<file path="src/lcws_pkg.sv">
// Package for the LED color wipe sequencer: widths, register indexes,
// mode flag positions, controller states and the controller/datapath structs.
// No dependencies.
`default_nettype none

package lcws_pkg;

  localparam int unsigned MaxLinesDef   = 64;
  localparam int unsigned MaxPatternDef = 16;

  localparam int unsigned CfgIdxW  = 3;
  localparam int unsigned CfgDataW = 12;
  localparam int unsigned CountW   = 7;
  localparam int unsigned IdxW     = 6;
  localparam int unsigned NumW     = 8;
  localparam int unsigned ShiftW   = 5;
  localparam int unsigned LoopW    = 16;
  localparam int unsigned FreqW    = 8;
  localparam int unsigned FlagW    = 12;
  localparam int unsigned PatW     = 5;
  localparam int unsigned OffW     = 4;

  typedef enum logic [CfgIdxW-1:0] {
    REG_LINE_COUNT  = 3'd0,
    REG_SEG_COUNT   = 3'd1,
    REG_LINE_LEN    = 3'd2,
    REG_SEG_LEN     = 3'd3,
    REG_MODE_FLAGS  = 3'd4,
    REG_LOOP_FREQ   = 3'd5,
    REG_BG_FREQ     = 3'd6,
    REG_PATTERN_LEN = 3'd7
  } lcws_reg_e;

  // Mode flag bit positions.
  localparam int unsigned FlagSimult     = 0;
  localparam int unsigned FlagAlternate  = 1;
  localparam int unsigned FlagForward    = 2;
  localparam int unsigned FlagSegForward = 3;
  localparam int unsigned FlagSegMode    = 4;
  localparam int unsigned FlagLooped     = 5;
  localparam int unsigned FlagBgLoop     = 6;
  localparam int unsigned FlagShiftPat   = 7;
  localparam int unsigned FlagAltWipe    = 8;
  localparam int unsigned FlagBgAlt      = 9;
  localparam int unsigned FlagAltSegDir  = 10;
  localparam int unsigned FlagAltSegMode = 11;

  // Register reset values.
  localparam logic [CountW-1:0] RstLineCount = 7'd64;
  localparam logic [CountW-1:0] RstSegCount  = 7'd8;
  localparam logic [CountW-1:0] RstLineLen   = 7'd0;
  localparam logic [CountW-1:0] RstSegLen    = 7'd0;
  localparam logic [FlagW-1:0]  RstFlags     = 12'd12;
  localparam logic [FreqW-1:0]  RstLoopFreq  = 8'd1;
  localparam logic [FreqW-1:0]  RstBgFreq    = 8'd2;
  localparam logic [PatW-1:0]   RstPatLen    = 5'd1;

  typedef enum logic [2:0] {
    ST_RST,
    ST_LOAD,
    ST_DIV,
    ST_IDLE,
    ST_START,
    ST_EMIT,
    ST_END
  } lcws_state_e;

  typedef struct packed {
    logic restart;
    logic div_load;
    logic div_step;
    logic start;
    logic emit;
    logic end_tick;
  } lcws_cmd_t;

  typedef struct packed {
    logic div_done;
    logic all_done;
    logic out_free;
    logic last;
    logic reload;
  } lcws_status_t;

endpackage

`default_nettype wire

</file>
<file path="src/lcws_if.sv">
// Handshake channel interfaces for the tick input and the result output.
// Depends on lcws_pkg.
`default_nettype none

interface lcws_tick_if;
  logic valid;
  logic ready;
  logic tick;

  modport source (output valid, output tick, input ready);
  modport sink (input valid, input tick, output ready);
endinterface

interface lcws_res_if;
  import lcws_pkg::*;
  logic            valid;
  logic            ready;
  logic [IdxW-1:0] target_index;
  logic            target_is_segment;
  logic [IdxW-1:0] wipe_number;
  logic [IdxW-1:0] wipe_step;
  logic [OffW-1:0] pattern_offset;
  logic            background;
  logic            sequence_finished;
  logic            last;

  modport source (output valid, output target_index, output target_is_segment,
                  output wipe_number, output wipe_step, output pattern_offset,
                  output background, output sequence_finished, output last,
                  input ready);
  modport sink (input valid, input target_index, input target_is_segment,
                input wipe_number, input wipe_step, input pattern_offset,
                input background, input sequence_finished, input last,
                output ready);
endinterface

`default_nettype wire

</file>
<file path="src/led_color_wipe_sequencer.sv">
// Top level of the LED color wipe sequencer.
// Depends on lcws_pkg, lcws_if, lcws_ctrl and lcws_dp.
`default_nettype none

// Each accepted tick word with tick set produces one result word in
// sequential mode or one per visible wipe in simultaneous mode, one result
// per cycle while the output is taken, after a setup state and before an
// end update state. A tick word with tick clear, or one arriving after a
// finished, non-looping sequence, is taken and yields nothing. After reset,
// after every register write and after a loop that toggles segment mode,
// the wipe count is recomputed by repeated subtraction, one wipe per
// cycle, during which no tick is taken. Reset and a register write pass
// through ST_RST and ST_LOAD before the division, such a loop through
// ST_LOAD only.
// A result word waits in an output register, so the block keeps working
// on the rest of a tick while the sink stalls only as far as that one word.
// Registers are written through cfg_we_i, cfg_index_i and cfg_data_i and
// restart the sequence; write them only while the block is idle.
module led_color_wipe_sequencer #(
  parameter int unsigned MAX_LINES   = lcws_pkg::MaxLinesDef,
  parameter int unsigned MAX_PATTERN = lcws_pkg::MaxPatternDef
) (
  input  wire logic                          clk_i,
  input  wire logic                          rst_ni,
  input  wire logic                          cfg_we_i,
  input  wire logic [lcws_pkg::CfgIdxW-1:0]  cfg_index_i,
  input  wire logic [lcws_pkg::CfgDataW-1:0] cfg_data_i,
  lcws_tick_if.sink                          in_i,
  lcws_res_if.source                         out_o
);
  import lcws_pkg::*;

  // Commands from the controller and status back from the datapath.
  lcws_cmd_t    cmd;
  lcws_status_t st;

  lcws_ctrl u_ctrl (
    .clk_i    (clk_i),
    .rst_ni   (rst_ni),
    .cfg_we_i (cfg_we_i),
    .in_i     (in_i),
    .st_i     (st),
    .cmd_o    (cmd)
  );

  lcws_dp #(
    .MAX_LINES   (MAX_LINES),
    .MAX_PATTERN (MAX_PATTERN)
  ) u_dp (
    .clk_i       (clk_i),
    .rst_ni      (rst_ni),
    .cfg_we_i    (cfg_we_i),
    .cfg_index_i (cfg_index_i),
    .cfg_data_i  (cfg_data_i),
    .cmd_i       (cmd),
    .st_o        (st),
    .out_o       (out_o)
  );

endmodule

`default_nettype wire

</file>
<file path="src/lcws_ctrl.sv">
// Controller state machine of the wipe sequencer: sequences restart, wipe
// count division, per-tick emission and end-of-tick update.
// Depends on lcws_pkg and lcws_if.
`default_nettype none

module lcws_ctrl (
  input  wire logic                 clk_i,
  input  wire logic                 rst_ni,
  input  wire logic                 cfg_we_i,
  lcws_tick_if.sink                 in_i,
  input  wire lcws_pkg::lcws_status_t st_i,
  output lcws_pkg::lcws_cmd_t       cmd_o
);
  import lcws_pkg::*;

  lcws_state_e state_q, state_d;
  logic        accept;

  assign accept = in_i.valid && in_i.ready;

  always_ff @(posedge clk_i or negedge rst_ni) begin
    if (!rst_ni) begin
      state_q <= ST_RST;
    end else begin
      state_q <= state_d;
    end
  end

  always_comb begin
    state_d = state_q;
    case (state_q)
      ST_RST:   state_d = ST_LOAD;
      ST_LOAD:  state_d = ST_DIV;
      ST_DIV:   if (st_i.div_done) state_d = ST_IDLE;
      ST_IDLE: begin
        if (accept && in_i.tick && !st_i.all_done) state_d = ST_START;
      end
      ST_START: state_d = ST_EMIT;
      ST_EMIT:  if (st_i.out_free && st_i.last) state_d = ST_END;
      ST_END:   state_d = st_i.reload ? ST_LOAD : ST_IDLE;
      default:  state_d = ST_RST;
    endcase
    if (cfg_we_i) state_d = ST_RST;
  end

  always_comb begin
    cmd_o          = '0;
    in_i.ready     = 1'b0;
    case (state_q)
      ST_RST:   cmd_o.restart  = 1'b1;
      ST_LOAD:  cmd_o.div_load = 1'b1;
      ST_DIV:   cmd_o.div_step = 1'b1;
      ST_IDLE:  in_i.ready     = 1'b1;
      ST_START: cmd_o.start    = 1'b1;
      ST_EMIT:  cmd_o.emit     = st_i.out_free;
      ST_END:   cmd_o.end_tick = 1'b1;
      default:  cmd_o          = '0;
    endcase
  end

  a_emit_free: assert property (@(posedge clk_i) disable iff (!rst_ni)
    cmd_o.emit |-> st_i.out_free) else $error("emit while output busy");

  a_last_end: assert property (@(posedge clk_i) disable iff (!rst_ni)
    (cmd_o.emit && st_i.last && !cfg_we_i) |=> (state_q == ST_END))
    else $error("last result not followed by end update");

  a_div_idle: assert property (@(posedge clk_i) disable iff (!rst_ni)
    (state_q == ST_DIV && st_i.div_done && !cfg_we_i) |=> (state_q == ST_IDLE))
    else $error("division done but not idle");

endmodule

`default_nettype wire

</file>
<file path="src/lcws_dp.sv">
// Datapath of the wipe sequencer: configuration registers, sequence state,
// iterative wipe count divider, element evaluation and the output register.
// Depends on lcws_pkg and lcws_if.
`default_nettype none

module lcws_dp #(
  parameter int unsigned MAX_LINES   = lcws_pkg::MaxLinesDef,
  parameter int unsigned MAX_PATTERN = lcws_pkg::MaxPatternDef
) (
  input  wire logic                        clk_i,
  input  wire logic                        rst_ni,
  input  wire logic                        cfg_we_i,
  input  wire logic [lcws_pkg::CfgIdxW-1:0]  cfg_index_i,
  input  wire logic [lcws_pkg::CfgDataW-1:0] cfg_data_i,
  input  wire lcws_pkg::lcws_cmd_t         cmd_i,
  output lcws_pkg::lcws_status_t           st_o,
  lcws_res_if.source                       out_o
);
  import lcws_pkg::*;

  // Configuration registers.
  logic [CountW-1:0] line_cnt_q, seg_cnt_q, line_len_q, seg_len_q;
  logic [FlagW-1:0]  flags_q;
  logic [FreqW-1:0]  loop_freq_q, bg_freq_q;
  logic [PatW-1:0]   pat_len_q;

  always_ff @(posedge clk_i or negedge rst_ni) begin
    if (!rst_ni) begin
      line_cnt_q  <= RstLineCount;
      seg_cnt_q   <= RstSegCount;
      line_len_q  <= RstLineLen;
      seg_len_q   <= RstSegLen;
      flags_q     <= RstFlags;
      loop_freq_q <= RstLoopFreq;
      bg_freq_q   <= RstBgFreq;
      pat_len_q   <= RstPatLen;
    end else if (cfg_we_i) begin
      case (lcws_reg_e'(cfg_index_i))
        REG_LINE_COUNT:  line_cnt_q  <= cfg_data_i[CountW-1:0];
        REG_SEG_COUNT:   seg_cnt_q   <= cfg_data_i[CountW-1:0];
        REG_LINE_LEN:    line_len_q  <= cfg_data_i[CountW-1:0];
        REG_SEG_LEN:     seg_len_q   <= cfg_data_i[CountW-1:0];
        REG_MODE_FLAGS:  flags_q     <= cfg_data_i[FlagW-1:0];
        REG_LOOP_FREQ:   loop_freq_q <= cfg_data_i[FreqW-1:0];
        REG_BG_FREQ:     bg_freq_q   <= cfg_data_i[FreqW-1:0];
        REG_PATTERN_LEN: pat_len_q   <= cfg_data_i[PatW-1:0];
        default:         flags_q     <= flags_q;
      endcase
    end
  end

  // Sequence state.
  logic [IdxW-1:0]   step_q, seq_idx_q;
  logic [CountW-1:0] seq_base_q, len_q, total_q, rem_q;
  logic              cur_dir_q, start_dir_q, seg_dir_q, segm_q, bg_q, all_done_q;
  logic [ShiftW-1:0] shift_q;
  logic [LoopW-1:0]  loop_q;
  logic [FreqW-1:0]  rl_q, rb_q;
  // Element iterator.
  logic [IdxW-1:0]   i_q;
  logic [CountW-1:0] base_q;
  logic              dir_q;

  logic simult, alt;
  assign simult = flags_q[FlagSimult];
  assign alt    = flags_q[FlagAlternate];

  // Element count and wipe length of the current mode.
  logic [CountW-1:0] cnt_raw, count, len_raw, len_new, lim;
  assign cnt_raw = segm_q ? seg_cnt_q : line_cnt_q;
  assign count   = (cnt_raw == '0) ? CountW'(1) :
                   (cnt_raw > CountW'(MAX_LINES)) ? CountW'(MAX_LINES) : cnt_raw;
  assign len_raw = segm_q ? seg_len_q : line_len_q;
  assign len_new = (len_raw == '0 || len_raw > count) ? count : len_raw;
  assign lim     = count - CountW'(1);

  // Current element.
  logic [NumW-1:0] num_f, num_b, num, lim8, num_eff, step_eff8;
  logic [NumW-1:0] base2, num_f2, num_b2, num2;
  logic            clip, clip2, dir2, last_e, fin_e, fin_r;
  logic [CountW-1:0] step_eff;

  assign lim8   = NumW'(lim);
  assign num_f  = NumW'(base_q) + NumW'(step_q);
  assign num_b  = NumW'(base_q) + NumW'(len_q) - NumW'(1) - NumW'(step_q);
  assign num    = dir_q ? num_f : num_b;
  assign clip   = num > lim8;
  assign num_eff = (clip && !simult) ? lim8 : num;
  assign step_eff8 = (clip && !simult) ?
                     (dir_q ? (NumW'(len_q) - NumW'(1)) : (num - lim8)) : NumW'(step_q);
  assign step_eff = step_eff8[CountW-1:0];

  // Next element of a simultaneous tick, to tell whether it is clipped.
  assign dir2   = dir_q ^ alt;
  assign base2  = NumW'(base_q) + NumW'(len_q);
  assign num_f2 = base2 + NumW'(step_q);
  assign num_b2 = base2 + NumW'(len_q) - NumW'(1) - NumW'(step_q);
  assign num2   = dir2 ? num_f2 : num_b2;
  assign clip2  = num2 > lim8;

  assign last_e = !simult || (CountW'(i_q) + CountW'(1) == total_q) ||
                  ((CountW'(i_q) + CountW'(2) == total_q) && clip2);

  assign fin_e = (step_eff + CountW'(1) >= len_q) &&
                 (simult || (CountW'(seq_idx_q) + CountW'(1) >= total_q));
  assign fin_r = (CountW'(step_q) + CountW'(1) >= len_q) &&
                 (simult || (CountW'(seq_idx_q) + CountW'(1) >= total_q));

  logic [NumW-1:0] tgt;
  assign tgt = seg_dir_q ? num_eff : (lim8 - num_eff);

  // Loop bookkeeping. rl tracks loop % loop_freq and rb (loop + 1) % bg_freq.
  logic [FreqW-1:0]  lf_eff, bf_eff, rl_n, rb_n;
  logic [LoopW-1:0]  loop_n;
  logic [PatW-1:0]   plen;
  logic [ShiftW-1:0] shift_inc;
  logic              bg_n, sd_n;

  assign lf_eff = (loop_freq_q == '0) ? FreqW'(1) : loop_freq_q;
  assign bf_eff = (bg_freq_q < FreqW'(2)) ? FreqW'(2) : bg_freq_q;
  assign loop_n = loop_q + LoopW'(1);
  assign rl_n   = (loop_n == '0) ? '0 :
                  ((rl_q + FreqW'(1) == lf_eff) ? '0 : rl_q + FreqW'(1));
  assign rb_n   = (loop_n == '1) ? '0 :
                  ((rb_q + FreqW'(1) == bf_eff) ? '0 : rb_q + FreqW'(1));
  assign bg_n   = flags_q[FlagBgLoop] && (rb_n == '0);
  assign plen   = (pat_len_q == '0) ? PatW'(1) :
                  ((32'(pat_len_q) > MAX_PATTERN) ? PatW'(MAX_PATTERN) : pat_len_q);
  assign shift_inc = (shift_q + ShiftW'(1) >= plen) ? '0 : shift_q + ShiftW'(1);
  assign sd_n   = start_dir_q ^ (flags_q[FlagAltWipe] &&
                                 (!flags_q[FlagBgAlt] || !bg_n));

  always_ff @(posedge clk_i or negedge rst_ni) begin
    if (!rst_ni) begin
      step_q      <= '0;
      seq_idx_q   <= '0;
      seq_base_q  <= '0;
      len_q       <= CountW'(1);
      total_q     <= CountW'(1);
      rem_q       <= '0;
      cur_dir_q   <= 1'b0;
      start_dir_q <= 1'b0;
      seg_dir_q   <= 1'b0;
      segm_q      <= 1'b0;
      bg_q        <= 1'b0;
      all_done_q  <= 1'b0;
      shift_q     <= '0;
      loop_q      <= '0;
      rl_q        <= '0;
      rb_q        <= FreqW'(1);
      i_q         <= '0;
      base_q      <= '0;
      dir_q       <= 1'b0;
    end else begin
      if (cmd_i.restart) begin
        start_dir_q <= flags_q[FlagForward];
        cur_dir_q   <= flags_q[FlagForward];
        seg_dir_q   <= flags_q[FlagSegForward];
        segm_q      <= flags_q[FlagSegMode];
        step_q      <= '0;
        seq_idx_q   <= '0;
        seq_base_q  <= '0;
        bg_q        <= 1'b0;
        shift_q     <= '0;
        loop_q      <= '0;
        rl_q        <= '0;
        rb_q        <= FreqW'(1);
        all_done_q  <= 1'b0;
      end
      if (cmd_i.div_load) begin
        len_q   <= len_new;
        rem_q   <= count;
        total_q <= '0;
      end
      if (cmd_i.div_step) begin
        total_q <= total_q + CountW'(1);
        if (rem_q > len_q) rem_q <= rem_q - len_q;
      end
      if (cmd_i.start) begin
        i_q    <= simult ? '0 : seq_idx_q;
        base_q <= simult ? '0 : seq_base_q;
        dir_q  <= simult ? start_dir_q : cur_dir_q;
        if (simult) cur_dir_q <= start_dir_q;
      end
      if (cmd_i.emit) begin
        if (!simult) step_q <= step_eff[IdxW-1:0];
        i_q    <= i_q + IdxW'(1);
        base_q <= base_q + len_q;
        dir_q  <= dir_q ^ (simult && alt);
      end
      if (cmd_i.end_tick) begin
        if (CountW'(step_q) + CountW'(1) < len_q) begin
          step_q <= step_q + IdxW'(1);
        end else if (fin_r) begin
          if (flags_q[FlagLooped]) begin
            all_done_q <= 1'b0;
            seq_idx_q  <= '0;
            seq_base_q <= '0;
            step_q     <= '0;
            loop_q     <= loop_n;
            rl_q       <= rl_n;
            rb_q       <= rb_n;
            bg_q       <= bg_n;
            if (flags_q[FlagAltSegMode]) segm_q <= !segm_q;
            if (rl_n == '0) begin
              if (flags_q[FlagAltSegDir]) seg_dir_q <= !seg_dir_q;
              start_dir_q <= sd_n;
              cur_dir_q   <= sd_n;
              if (flags_q[FlagShiftPat] && !bg_n) shift_q <= shift_inc;
            end
          end else begin
            all_done_q <= 1'b1;
          end
        end else begin
          seq_idx_q  <= seq_idx_q + IdxW'(1);
          seq_base_q <= seq_base_q + len_q;
          step_q     <= '0;
          if (alt) cur_dir_q <= !cur_dir_q;
        end
      end
    end
  end

  // Output register.
  logic            out_valid_q;
  logic [IdxW-1:0] o_tgt_q, o_num_q, o_step_q;
  logic [OffW-1:0] o_off_q;
  logic            o_seg_q, o_bg_q, o_fin_q, o_last_q;

  always_ff @(posedge clk_i or negedge rst_ni) begin
    if (!rst_ni) begin
      out_valid_q <= 1'b0;
    end else if (cmd_i.emit) begin
      out_valid_q <= 1'b1;
    end else if (out_o.ready) begin
      out_valid_q <= 1'b0;
    end
  end

  always_ff @(posedge clk_i) begin
    if (cmd_i.emit) begin
      o_tgt_q  <= tgt[IdxW-1:0];
      o_seg_q  <= segm_q;
      o_num_q  <= i_q;
      o_step_q <= step_eff[IdxW-1:0];
      o_off_q  <= shift_q[OffW-1:0];
      o_bg_q   <= bg_q;
      o_fin_q  <= fin_e;
      o_last_q <= last_e;
    end
  end

  assign out_o.valid             = out_valid_q;
  assign out_o.target_index      = o_tgt_q;
  assign out_o.target_is_segment = o_seg_q;
  assign out_o.wipe_number       = o_num_q;
  assign out_o.wipe_step         = o_step_q;
  assign out_o.pattern_offset    = o_off_q;
  assign out_o.background        = o_bg_q;
  assign out_o.sequence_finished = o_fin_q;
  assign out_o.last              = o_last_q;

  assign st_o.div_done = rem_q <= len_q;
  assign st_o.all_done = all_done_q;
  assign st_o.out_free = !out_valid_q || out_o.ready;
  assign st_o.last     = last_e;
  assign st_o.reload   = fin_r && flags_q[FlagLooped] && flags_q[FlagAltSegMode] &&
                         !(CountW'(step_q) + CountW'(1) < len_q);

  a_start_ok: assert property (@(posedge clk_i) disable iff (!rst_ni)
    cmd_i.start |-> (CountW'(step_q) < len_q) && (total_q != '0))
    else $error("tick started with inconsistent wipe state");

endmodule

`default_nettype wire
</file>
<file path="src/flat_wrapper.sv">
// flat-port wrapper written by rule: the top's interface ports become plain ports
module led_color_wipe_sequencer_flat import lcws_pkg::*;
#(
  parameter int unsigned MAX_LINES   = lcws_pkg::MaxLinesDef,
  parameter int unsigned MAX_PATTERN = lcws_pkg::MaxPatternDef
)
  (clk_i, rst_ni, cfg_we_i, cfg_index_i, cfg_data_i, in_i_valid, in_i_tick, in_i_ready, out_o_valid, out_o_target_index, out_o_target_is_segment, out_o_wipe_number, out_o_wipe_step, out_o_pattern_offset, out_o_background, out_o_sequence_finished, out_o_last, out_o_ready);
  lcws_tick_if in_i_i ();
  lcws_res_if out_o_i ();
  input  wire logic clk_i;
  input  wire logic rst_ni;
  input  wire logic cfg_we_i;
  input  wire logic [lcws_pkg::CfgIdxW-1:0] cfg_index_i;
  input  wire logic [lcws_pkg::CfgDataW-1:0] cfg_data_i;
  input wire logic [$bits(in_i_i.valid)-1:0] in_i_valid;
  input wire logic [$bits(in_i_i.tick)-1:0] in_i_tick;
  output wire logic [$bits(in_i_i.ready)-1:0] in_i_ready;
  output wire logic [$bits(out_o_i.valid)-1:0] out_o_valid;
  output wire logic [$bits(out_o_i.target_index)-1:0] out_o_target_index;
  output wire logic [$bits(out_o_i.target_is_segment)-1:0] out_o_target_is_segment;
  output wire logic [$bits(out_o_i.wipe_number)-1:0] out_o_wipe_number;
  output wire logic [$bits(out_o_i.wipe_step)-1:0] out_o_wipe_step;
  output wire logic [$bits(out_o_i.pattern_offset)-1:0] out_o_pattern_offset;
  output wire logic [$bits(out_o_i.background)-1:0] out_o_background;
  output wire logic [$bits(out_o_i.sequence_finished)-1:0] out_o_sequence_finished;
  output wire logic [$bits(out_o_i.last)-1:0] out_o_last;
  input wire logic [$bits(out_o_i.ready)-1:0] out_o_ready;
  assign in_i_i.valid = in_i_valid;
  assign in_i_i.tick = in_i_tick;
  assign in_i_ready = in_i_i.ready;
  assign out_o_valid = out_o_i.valid;
  assign out_o_target_index = out_o_i.target_index;
  assign out_o_target_is_segment = out_o_i.target_is_segment;
  assign out_o_wipe_number = out_o_i.wipe_number;
  assign out_o_wipe_step = out_o_i.wipe_step;
  assign out_o_pattern_offset = out_o_i.pattern_offset;
  assign out_o_background = out_o_i.background;
  assign out_o_sequence_finished = out_o_i.sequence_finished;
  assign out_o_last = out_o_i.last;
  assign out_o_i.ready = out_o_ready;
  led_color_wipe_sequencer #(.MAX_LINES(MAX_LINES), .MAX_PATTERN(MAX_PATTERN)) u_core (.clk_i(clk_i), .rst_ni(rst_ni), .cfg_we_i(cfg_we_i), .cfg_index_i(cfg_index_i), .cfg_data_i(cfg_data_i), .in_i(in_i_i), .out_o(out_o_i));
endmodule
</file>
<file path="config.mk">
export PLATFORM = sky130hd
export DESIGN_NAME = led_color_wipe_sequencer_flat
export DESIGN_NICKNAME = d
export VERILOG_FILES = /design/src/lcws_pkg.sv /design/src/lcws_if.sv /design/src/led_color_wipe_sequencer.sv /design/src/lcws_ctrl.sv /design/src/lcws_dp.sv /design/src/flat_wrapper.sv
export SDC_FILE = /design/constraint.sdc
export NUM_CORES = 1
export LEC_CHECK = 0
export ABC_CLOCK_PERIOD_IN_PS = 15400
export BUFFER_PORTS_ARGS = -buffer_cell sky130_fd_sc_hd__buf_2
export CORE_MARGIN = 1.5
export CORE_UTILIZATION = 38
export CTS_BUF_LIST = sky130_fd_sc_hd__clkbuf_16
export CTS_CLUSTER_DIAMETER = 60
export DETAILED_ROUTE_END_ITERATION = 6
export HOLD_SLACK_MARGIN = 0.15
export SLEW_MARGIN = 25
export SYNTH_ARGS = -nofsm -noshare
export SYNTH_HDL_FRONTEND = slang
export SYNTH_SLANG_ARGS = --single-unit
</file>
<file path="constraint.sdc">
create_clock -name clk_i -period 15.4 [get_ports clk_i]
set_clock_uncertainty 0.15 [all_clocks]
set_input_delay 3.08 -clock clk_i [delete_from_list [all_inputs] [get_ports clk_i]]
set_output_delay 3.08 -clock clk_i [all_outputs]
set_load 0.1 [all_outputs]
</file>
# ---- Yosys cells after proc, flatten, opt, wreduce, memory -nomap -nowiden
# Index checks and enable logic that the tools add are counted.
dict set report op_classes {
  n_eq_ne 21
  n_reduce_logical 51
  magnitude_cmp 13
  mux 126
  bitwise_logic 3
  add_sub_neg 28
}
# operator n
set ops {}
lappend ops {{$mux W8} 18}
lappend ops {{$mux W7} 20}
lappend ops {{$mux W6} 17}
lappend ops {{$mux W16} 5}
lappend ops {{$mux W1} 50}
lappend ops {{$mux W5} 10}
lappend ops {{$logic_not A8 Y1} 3}
lappend ops {{$add A6 B1 Y7 const B} 3}
lappend ops {{$eq A3 B3 Y1 const B} 7}
lappend ops {{$ge A7 B7 Y1} 3}
lappend ops {{$pmux W3 S7} 1}
lappend ops {{$add A6 B1 Y6 const B} 3}
lappend ops {{$add A16 B1 Y16 const B} 1}
lappend ops {{$add A8 B1 Y8 const B} 2}
lappend ops {{$eq A16 B16 Y1 const B} 1}
lappend ops {{$eq A8 B8 Y1} 2}
lappend ops {{$gt A8 B7 Y1} 2}
lappend ops {{$logic_not A16 Y1} 1}
lappend ops {{$reduce_and A2 Y1} 8}
lappend ops {{$sub A8 B1 Y8 const B} 2}
lappend ops {{$sub A8 B6 Y8} 2}
lappend ops {{$logic_and A1 B1 Y1} 15}
lappend ops {{$add A7 B1 Y7 const B} 2}
lappend ops {{$add A7 B7 Y7} 2}
lappend ops {{31 further kinds} 62}
dict set report word_totals {
  inputBits 21
  elab_cells 279
  out_inout_bits 28
  ff_bits 188
}

# ---- Longest topological paths before layout
dict set report logic_depth {
  ltp_word 16
  mapped_depth 28
  depth_no_buf 28
}

# ---- Modules after synthesis
# A second synthesis with hierarchy kept.
dict set report unflattened {
  hier_cells 1480
  hier_area_um2 14072.2
}
# mod cells_each area_per_inst_um2 seq_area_each_um2 n_inst
set modules_own_cells {}
lappend modules_own_cells {lcws_dp 1454 13849.5 4772.1 1}
lappend modules_own_cells {lcws_ctrl 26 222.7 75.1 1}

# ---- Worst setup path after synthesis
# OpenSTA, ideal clock, no wires.
dict set report synth_timing {
  kind {flip-flop to flip-flop}
  startpoint {register u_core.u_dp.base_q[0]}
  endpoint {register u_core.u_dp.o_fin_q (netlist: u_core.u_dp.out_o.sequence_finished), data pin}
  slack_ns 8.888
  required_ns 14.993
  n_path_buf 2
  synth_period_minus_slack_ns 6.512
  stages_incl_launch_ff 28
  arrival_time_ns 6.105
  setup_time_ns 0.257
  cell_sequence {dfrtp_1 -> ha_1 -> fa_1 -> xor2_1 -> ha_1 -> clkbuf_1 -> o21ai_0 -> o21bai_1 -> a21oi_1 -> xor2_1 -> o211ai_1 -> inv_1 -> ha_1 -> or3_1 -> o211ai_1 -> o22ai_1 -> a211oi_4 -> buf_6 -> mux2_2 -> ha_1 -> ha_1 -> a21o_1 -> a21o_1 -> a21o_1 -> a21o_1 -> a21o_1 -> a21oi_1 -> nor2_1}
}
dict set report synth_via {
  elab_chain_len 10
  elab_cells_between_ends 13
  cone_classes {add/sub (6); order compare (2); mux (3); reduce/logical (2)}
}
# element line_no
set synth_lines {}
lappend synth_lines {{from (decl)} lcws_dp.sv:61} ;# logic [CountW-1:0] base_q;
lappend synth_lines {{from (signal assigned)} lcws_dp.sv:181} ;# base_q <= simult ? '0 : seq_base_q;
lappend synth_lines {{from (signal assigned)} lcws_dp.sv:188} ;# base_q <= base_q + len_q;
lappend synth_lines {{$add A7 B7 Y8} lcws_dp.sv:85} ;# assign num_b = NumW'(base_q) + NumW'(len_q) - NumW'(1) - NumW'(step_q);
lappend synth_lines {{$sub A8 B1 Y8} lcws_dp.sv:85}
lappend synth_lines {{$sub A8 B6 Y8} lcws_dp.sv:85}
lappend synth_lines {{$mux W8 (*)} lcws_dp.sv:86} ;# assign num = dir_q ? num_f : num_b;
lappend synth_lines {{$sub A7 B7 Y7 / $gt A8 B7 Y1 (equally long branches)} {lcws_dp.sv:90, lcws_dp.sv:87}}
lappend synth_lines {{$mux W7 / $logic_and A1 B1 Y1 (equally long branches)} {lcws_dp.sv:90, lcws_dp.sv:89}}
lappend synth_lines {{$mux W7 (*)} lcws_dp.sv:89} ;# assign step_eff8 = (clip && !simult) ?
lappend synth_lines {{net u_core.u_dp.step_eff8[1]} lcws_dp.sv:78} ;# logic [NumW-1:0] num_f, num_b, num, lim8, num_eff, step_eff8;
lappend synth_lines {{$add A7 B1 Y7 (*)} lcws_dp.sv:104} ;# assign fin_e = (step_eff + CountW'(1) >= len_q) &&
lappend synth_lines {{$ge A7 B7 Y1 (*)} lcws_dp.sv:104}
lappend synth_lines {{$logic_and A1 B1 Y1 (*)} lcws_dp.sv:104}
lappend synth_lines {{net u_core.u_dp.fin_e} lcws_dp.sv:80} ;# logic clip, clip2, dir2, last_e, fin_e, fin_r;
lappend synth_lines {{to (signal assigned)} lcws_dp.sv:248} ;# o_fin_q <= fin_e;
lappend synth_lines {{to (decl)} lcws_dp.sv:228} ;# logic o_seg_q, o_bg_q, o_fin_q, o_last_q;
# The timed path passes the listed nets; every way through them passes the cells marked *.
# A chain may end at the register's enable or synchronous reset.

# ---- Worst setup path in the final report
dict set report layout_timing {
  startpoint {register u_core.u_dp.len_q[0]}
  endpoint {register u_core.u_dp.o_fin_q (netlist: u_core.u_dp.out_o.sequence_finished), data pin}
}
dict set report layout_via {
  elab_chain_len 10
  elab_cells_between_ends 13
  cone_classes {add/sub (6); order compare (2); mux (3); reduce/logical (2)}
}
# element line_no
set layout_lines {}
lappend layout_lines {{from (decl)} lcws_dp.sv:54} ;# logic [CountW-1:0] seq_base_q, len_q, total_q, rem_q;
lappend layout_lines {{from (signal assigned)} lcws_dp.sv:138} ;# len_q <= CountW'(1);
lappend layout_lines {{from (signal assigned)} lcws_dp.sv:171} ;# len_q <= len_new;
lappend layout_lines {{$add A7 B7 Y8} lcws_dp.sv:85}
lappend layout_lines {{$sub A8 B1 Y8} lcws_dp.sv:85}
lappend layout_lines {{$sub A8 B6 Y8} lcws_dp.sv:85}
lappend layout_lines {{$mux W8} lcws_dp.sv:86}
lappend layout_lines {{$sub A7 B7 Y7 / $gt A8 B7 Y1 (equally long branches)} {lcws_dp.sv:90, lcws_dp.sv:87}}
lappend layout_lines {{$mux W7 / $logic_and A1 B1 Y1 (equally long branches)} {lcws_dp.sv:90, lcws_dp.sv:89}}
lappend layout_lines {{$mux W7 (*)} lcws_dp.sv:89}
lappend layout_lines {{net u_core.u_dp.step_eff8[1]} lcws_dp.sv:78}
lappend layout_lines {{$add A7 B1 Y7 (*)} lcws_dp.sv:104}
lappend layout_lines {{$ge A7 B7 Y1 (*)} lcws_dp.sv:104}
lappend layout_lines {{$logic_and A1 B1 Y1 (*)} lcws_dp.sv:104}
lappend layout_lines {{net u_core.u_dp.fin_e} lcws_dp.sv:80}
# Marked as above.

==> impl_metrics.env <==
export IMPL_post_cts_buffers=0
export IMPL_portBuffers=48
export IMPL_slowest_delay_ns=0.43
export IMPL_yosys_register_bits=188
export IMPL_synth_edf_count=26
export IMPL_cp_required_ns=15.44
export IMPL_dr_wl_met3_um=1860
export IMPL_synthArstFlopShare=0.862
export IMPL_place_gp_congestion=0.926
export IMPL_synth_nets=1666
export IMPL_hold_violations=0
export IMPL_ys_seq_area_frac=0.345
export IMPL_rsz0062_at_grt="false"
export IMPL_syn_to_final_growth_pct=9.10
export IMPL_report_final_slew_viol_count=0
export IMPL_cts_hold_buf=0
export IMPL_cts_path_max_buffers=2
export IMPL_grt_pass1_vias=11060
export IMPL_dpl_hpwl_um=28900
export IMPL_top_layer="met4"
export IMPL_cts_tree="yes"
export IMPL_ant_nets=0
export IMPL_yosysMostFrequentCell="dfrtp_1"
export IMPL_synth_common_cells="dfrtp_1, nand2_1, o21ai_0"
export IMPL_drcViolationCount=0
export IMPL_drv_cap=0
export IMPL_grt_pass1_wl_um=61900
export IMPL_cts_root_buf="clkbuf_16"
export IMPL_core_area_um2=36500
export IMPL_synthesis_area_um2=14100
export IMPL_critPathLaunchType="flop"
export IMPL_viasPerCell=5.69
export IMPL_fmax_ghz=0.144
export IMPL_antenna_cells=0
export IMPL_cts_resized=0
export IMPL_dieArea_um2=38200
export IMPL_critPathBufInv=2
export IMPL_fill_cells=3533
export IMPL_h_tree_depth=4
export IMPL_syn_avg_cell_area_um2=9.26
export IMPL_syn_inst=1519
export IMPL_cts_buffers=17
export IMPL_critical_path_class="reg -> reg"
export IMPL_worstSetupEndpointType="flop"
export IMPL_drive_gt1_frac=0.136
export IMPL_rows=70
export IMPL_synth_largest_area_cell="dfrtp_1"
export IMPL_cp_slowest_cell="dfstp_2"
export IMPL_ys_flop_type="dfrtp_1"
export IMPL_worstMarginPinSlew_ns=1.02
export IMPL_synth_area_leaders="dfrtp_1, ha_1, mux2_2, edfxtp_1, o21ai_0"
export IMPL_drt_met1_wl_um=18500
export IMPL_worstHoldPathType="reg -> reg"
export IMPL_setup_viol=0
export IMPL_wire_per_inst_um=19.2
export IMPL_first_pass_iters=5
export IMPL_status="complete, no violations"
export IMPL_path_max_fanout=28
export IMPL_gr_total_overflow=0
export IMPL_wl_met2_um=17600
export IMPL_timing_max_slew_rel_slack=0.317
export IMPL_grt_use_total=0.205
export IMPL_nNetsFinal=1675
export IMPL_clock_sinks=188
export IMPL_clkLatencyLatePin_ns=0.44
export IMPL_detail_route_wirelength_um=38500
export IMPL_die_h_um=195
export IMPL_fin_tns_setup_ns=0
export IMPL_start_util=0.385
export IMPL_period_minus_slack_ns=6.94
export IMPL_drt_initial_drc_count=907
export IMPL_grt_max_degree=88
export IMPL_io_pin_count=49
export IMPL_cp_top_family="compound AO/OA/AOI/OAI gates"
export IMPL_die_w_um=195
export IMPL_antenna_found_initial=0
export IMPL_ys_warn_count=0
export IMPL_worstPathArrival_ns=6.98
export IMPL_yosysTopAreaCellShare=0.271
export IMPL_clk_pin_slew_worst_paths_ns=0.07
export IMPL_period_share=0.450
export IMPL_synth_cell_types=88
export IMPL_vias=11435
-- final timing paths --
kind / startpoint / endpoint / slack [ns] / cells after the start
min reg2reg: u_core.u_dp.bg_q$_DFF_PN0_ / u_core.u_dp.out_o.background$_DFFE_PP_ / 0.31 / 0
min: u_core.u_dp.bg_q$_DFF_PN0_ / u_core.u_dp.out_o.background$_DFFE_PP_ / 0.31 / 0
max in group asynchronous: rst_ni / u_core.u_dp.out_o.valid$_DFFE_PN0P_ / 11.32 / 2
max reg2reg: u_core.u_dp.len_q[0]$_DFFE_PN1P_ / u_core.u_dp.out_o.sequence_finished$_DFFE_PP_ / 8.46 / 26
min in group asynchronous: rst_ni / u_core.u_dp.loop_q[3]$_DFF_PN0_ / 2.52 / 1
max: u_core.u_dp.len_q[0]$_DFFE_PN1P_ / u_core.u_dp.out_o.sequence_finished$_DFFE_PP_ / 8.46 / 26
-- state kept, by name, indices dropped and copies added, names as in the netlist, 6 cells and up --
signal	flops
u_core.u_dp.flags_q	12
u_core.u_dp.i_q	6
u_core.u_dp.out_o.target_index	6
u_core.u_dp.loop_q	16
u_core.u_dp.out_o.wipe_number	6
u_core.u_dp.loop_freq_q	8
u_core.u_dp.rem_q	7
u_core.u_dp.seq_idx_q	6
u_core.u_dp.seq_base_q	7
u_core.u_dp.seg_len_q	7
u_core.u_dp.base_q	7
u_core.u_dp.len_q	7
u_core.u_dp.seg_cnt_q	7
u_core.u_dp.step_q	6
u_core.u_dp.bg_freq_q	8
u_core.u_dp.line_cnt_q	7
u_core.u_dp.rb_q	8
u_core.u_dp.rl_q	8
u_core.u_dp.total_q	7
u_core.u_dp.out_o.wipe_step	6
u_core.u_dp.line_len_q	7
-- placed cells by master, fill, tap and decap left out, drive strengths merged, types with 8 or more instances in the layout --
cell type | Yosys | layout
nor4 | 22 | 22
inv | 78 | 82
o21bai | 10 | 10
ha | 112 | 112
xor2 | 39 | 39
nand2b | 20 | 20
dfstp | 10 | 10
dfrtp | 152 | 152
fa | 14 | 14
a21o | 28 | 28
edfxtp | 26 | 26
nor3 | 33 | 33
a21oi | 80 | 80
o31ai | 10 | 10
a31oi | 13 | 13
and3 | 21 | 21
a211oi | 21 | 21
o211ai | 14 | 14
buf | 20 | 61
o21ai | 130 | 130
nand4 | 21 | 21
nor2b | 18 | 18
mux2i | 31 | 31
nand3 | 48 | 48
nor3b | 9 | 9
mux2 | 75 | 75
nor2 | 84 | 84
a22o | 9 | 9
o22ai | 8 | 8
clkbuf | 51 | 18
or3 | 14 | 14
xnor2 | 67 | 67
nand2 | 138 | 138
-- kinds of logic (layout without fill, tap and decap cells) --
group,Yosys count,count (layout),share of synthesized area
XOR/XNOR,106,106,0.0660
buffers and inverters,150,172,0.0433
flip-flops,188,188,0.345
multiplexers,106,106,0.0824
AND/OR/NAND/NOR,461,461,0.166
AO/OA/AOI/OAI,382,382,0.178
adder cells (fa/ha/maj),126,126,0.120
-- area by class of cell --
cell class | count | area (um2) | area share
clock buffer | 18 | 450 | 0.0294
clock inverter | 14 | 185 | 0.0121
inverter | 79 | 298 | 0.0194
multi-input combinational | 1181 | 8630 | 0.562
sequential | 188 | 4850 | 0.316
tap | 468 | 586 | 0.0382
timing repair buffer | 61 | 348 | 0.0227
-- per-layer routing --
metal  global-route usage  vias to the layer above
met5                    0                        -
met3               0.0326                       24
met1                0.292                     5635
li1                     -                     5522
met4               0.0514                        0
met2                0.326                      254
-- through the flow --
step / hold slack (ns) / cells / setup slack (ns) / util / instance area [um2]
floorplan: 0.275 / 1519 / 8.89 / - / 14100
global placement: 0.293 / 1976 / 8.58 / 0.402 / 14700
detailed placement: 0.300 / 1977 / 8.50 / 0.402 / 14700
CTS: 0.311 / 2009 / 8.46 / 0.420 / 15300
global route: 0.323 / 2009 / 8.06 / 0.420 / 15300
finish: 0.310 / 2009 / 8.46 / 0.420 / 15300
Power is left out: the tool's default activity adds up to more than one toggle a clock period on the data nets, which glitch-free logic cannot reach.
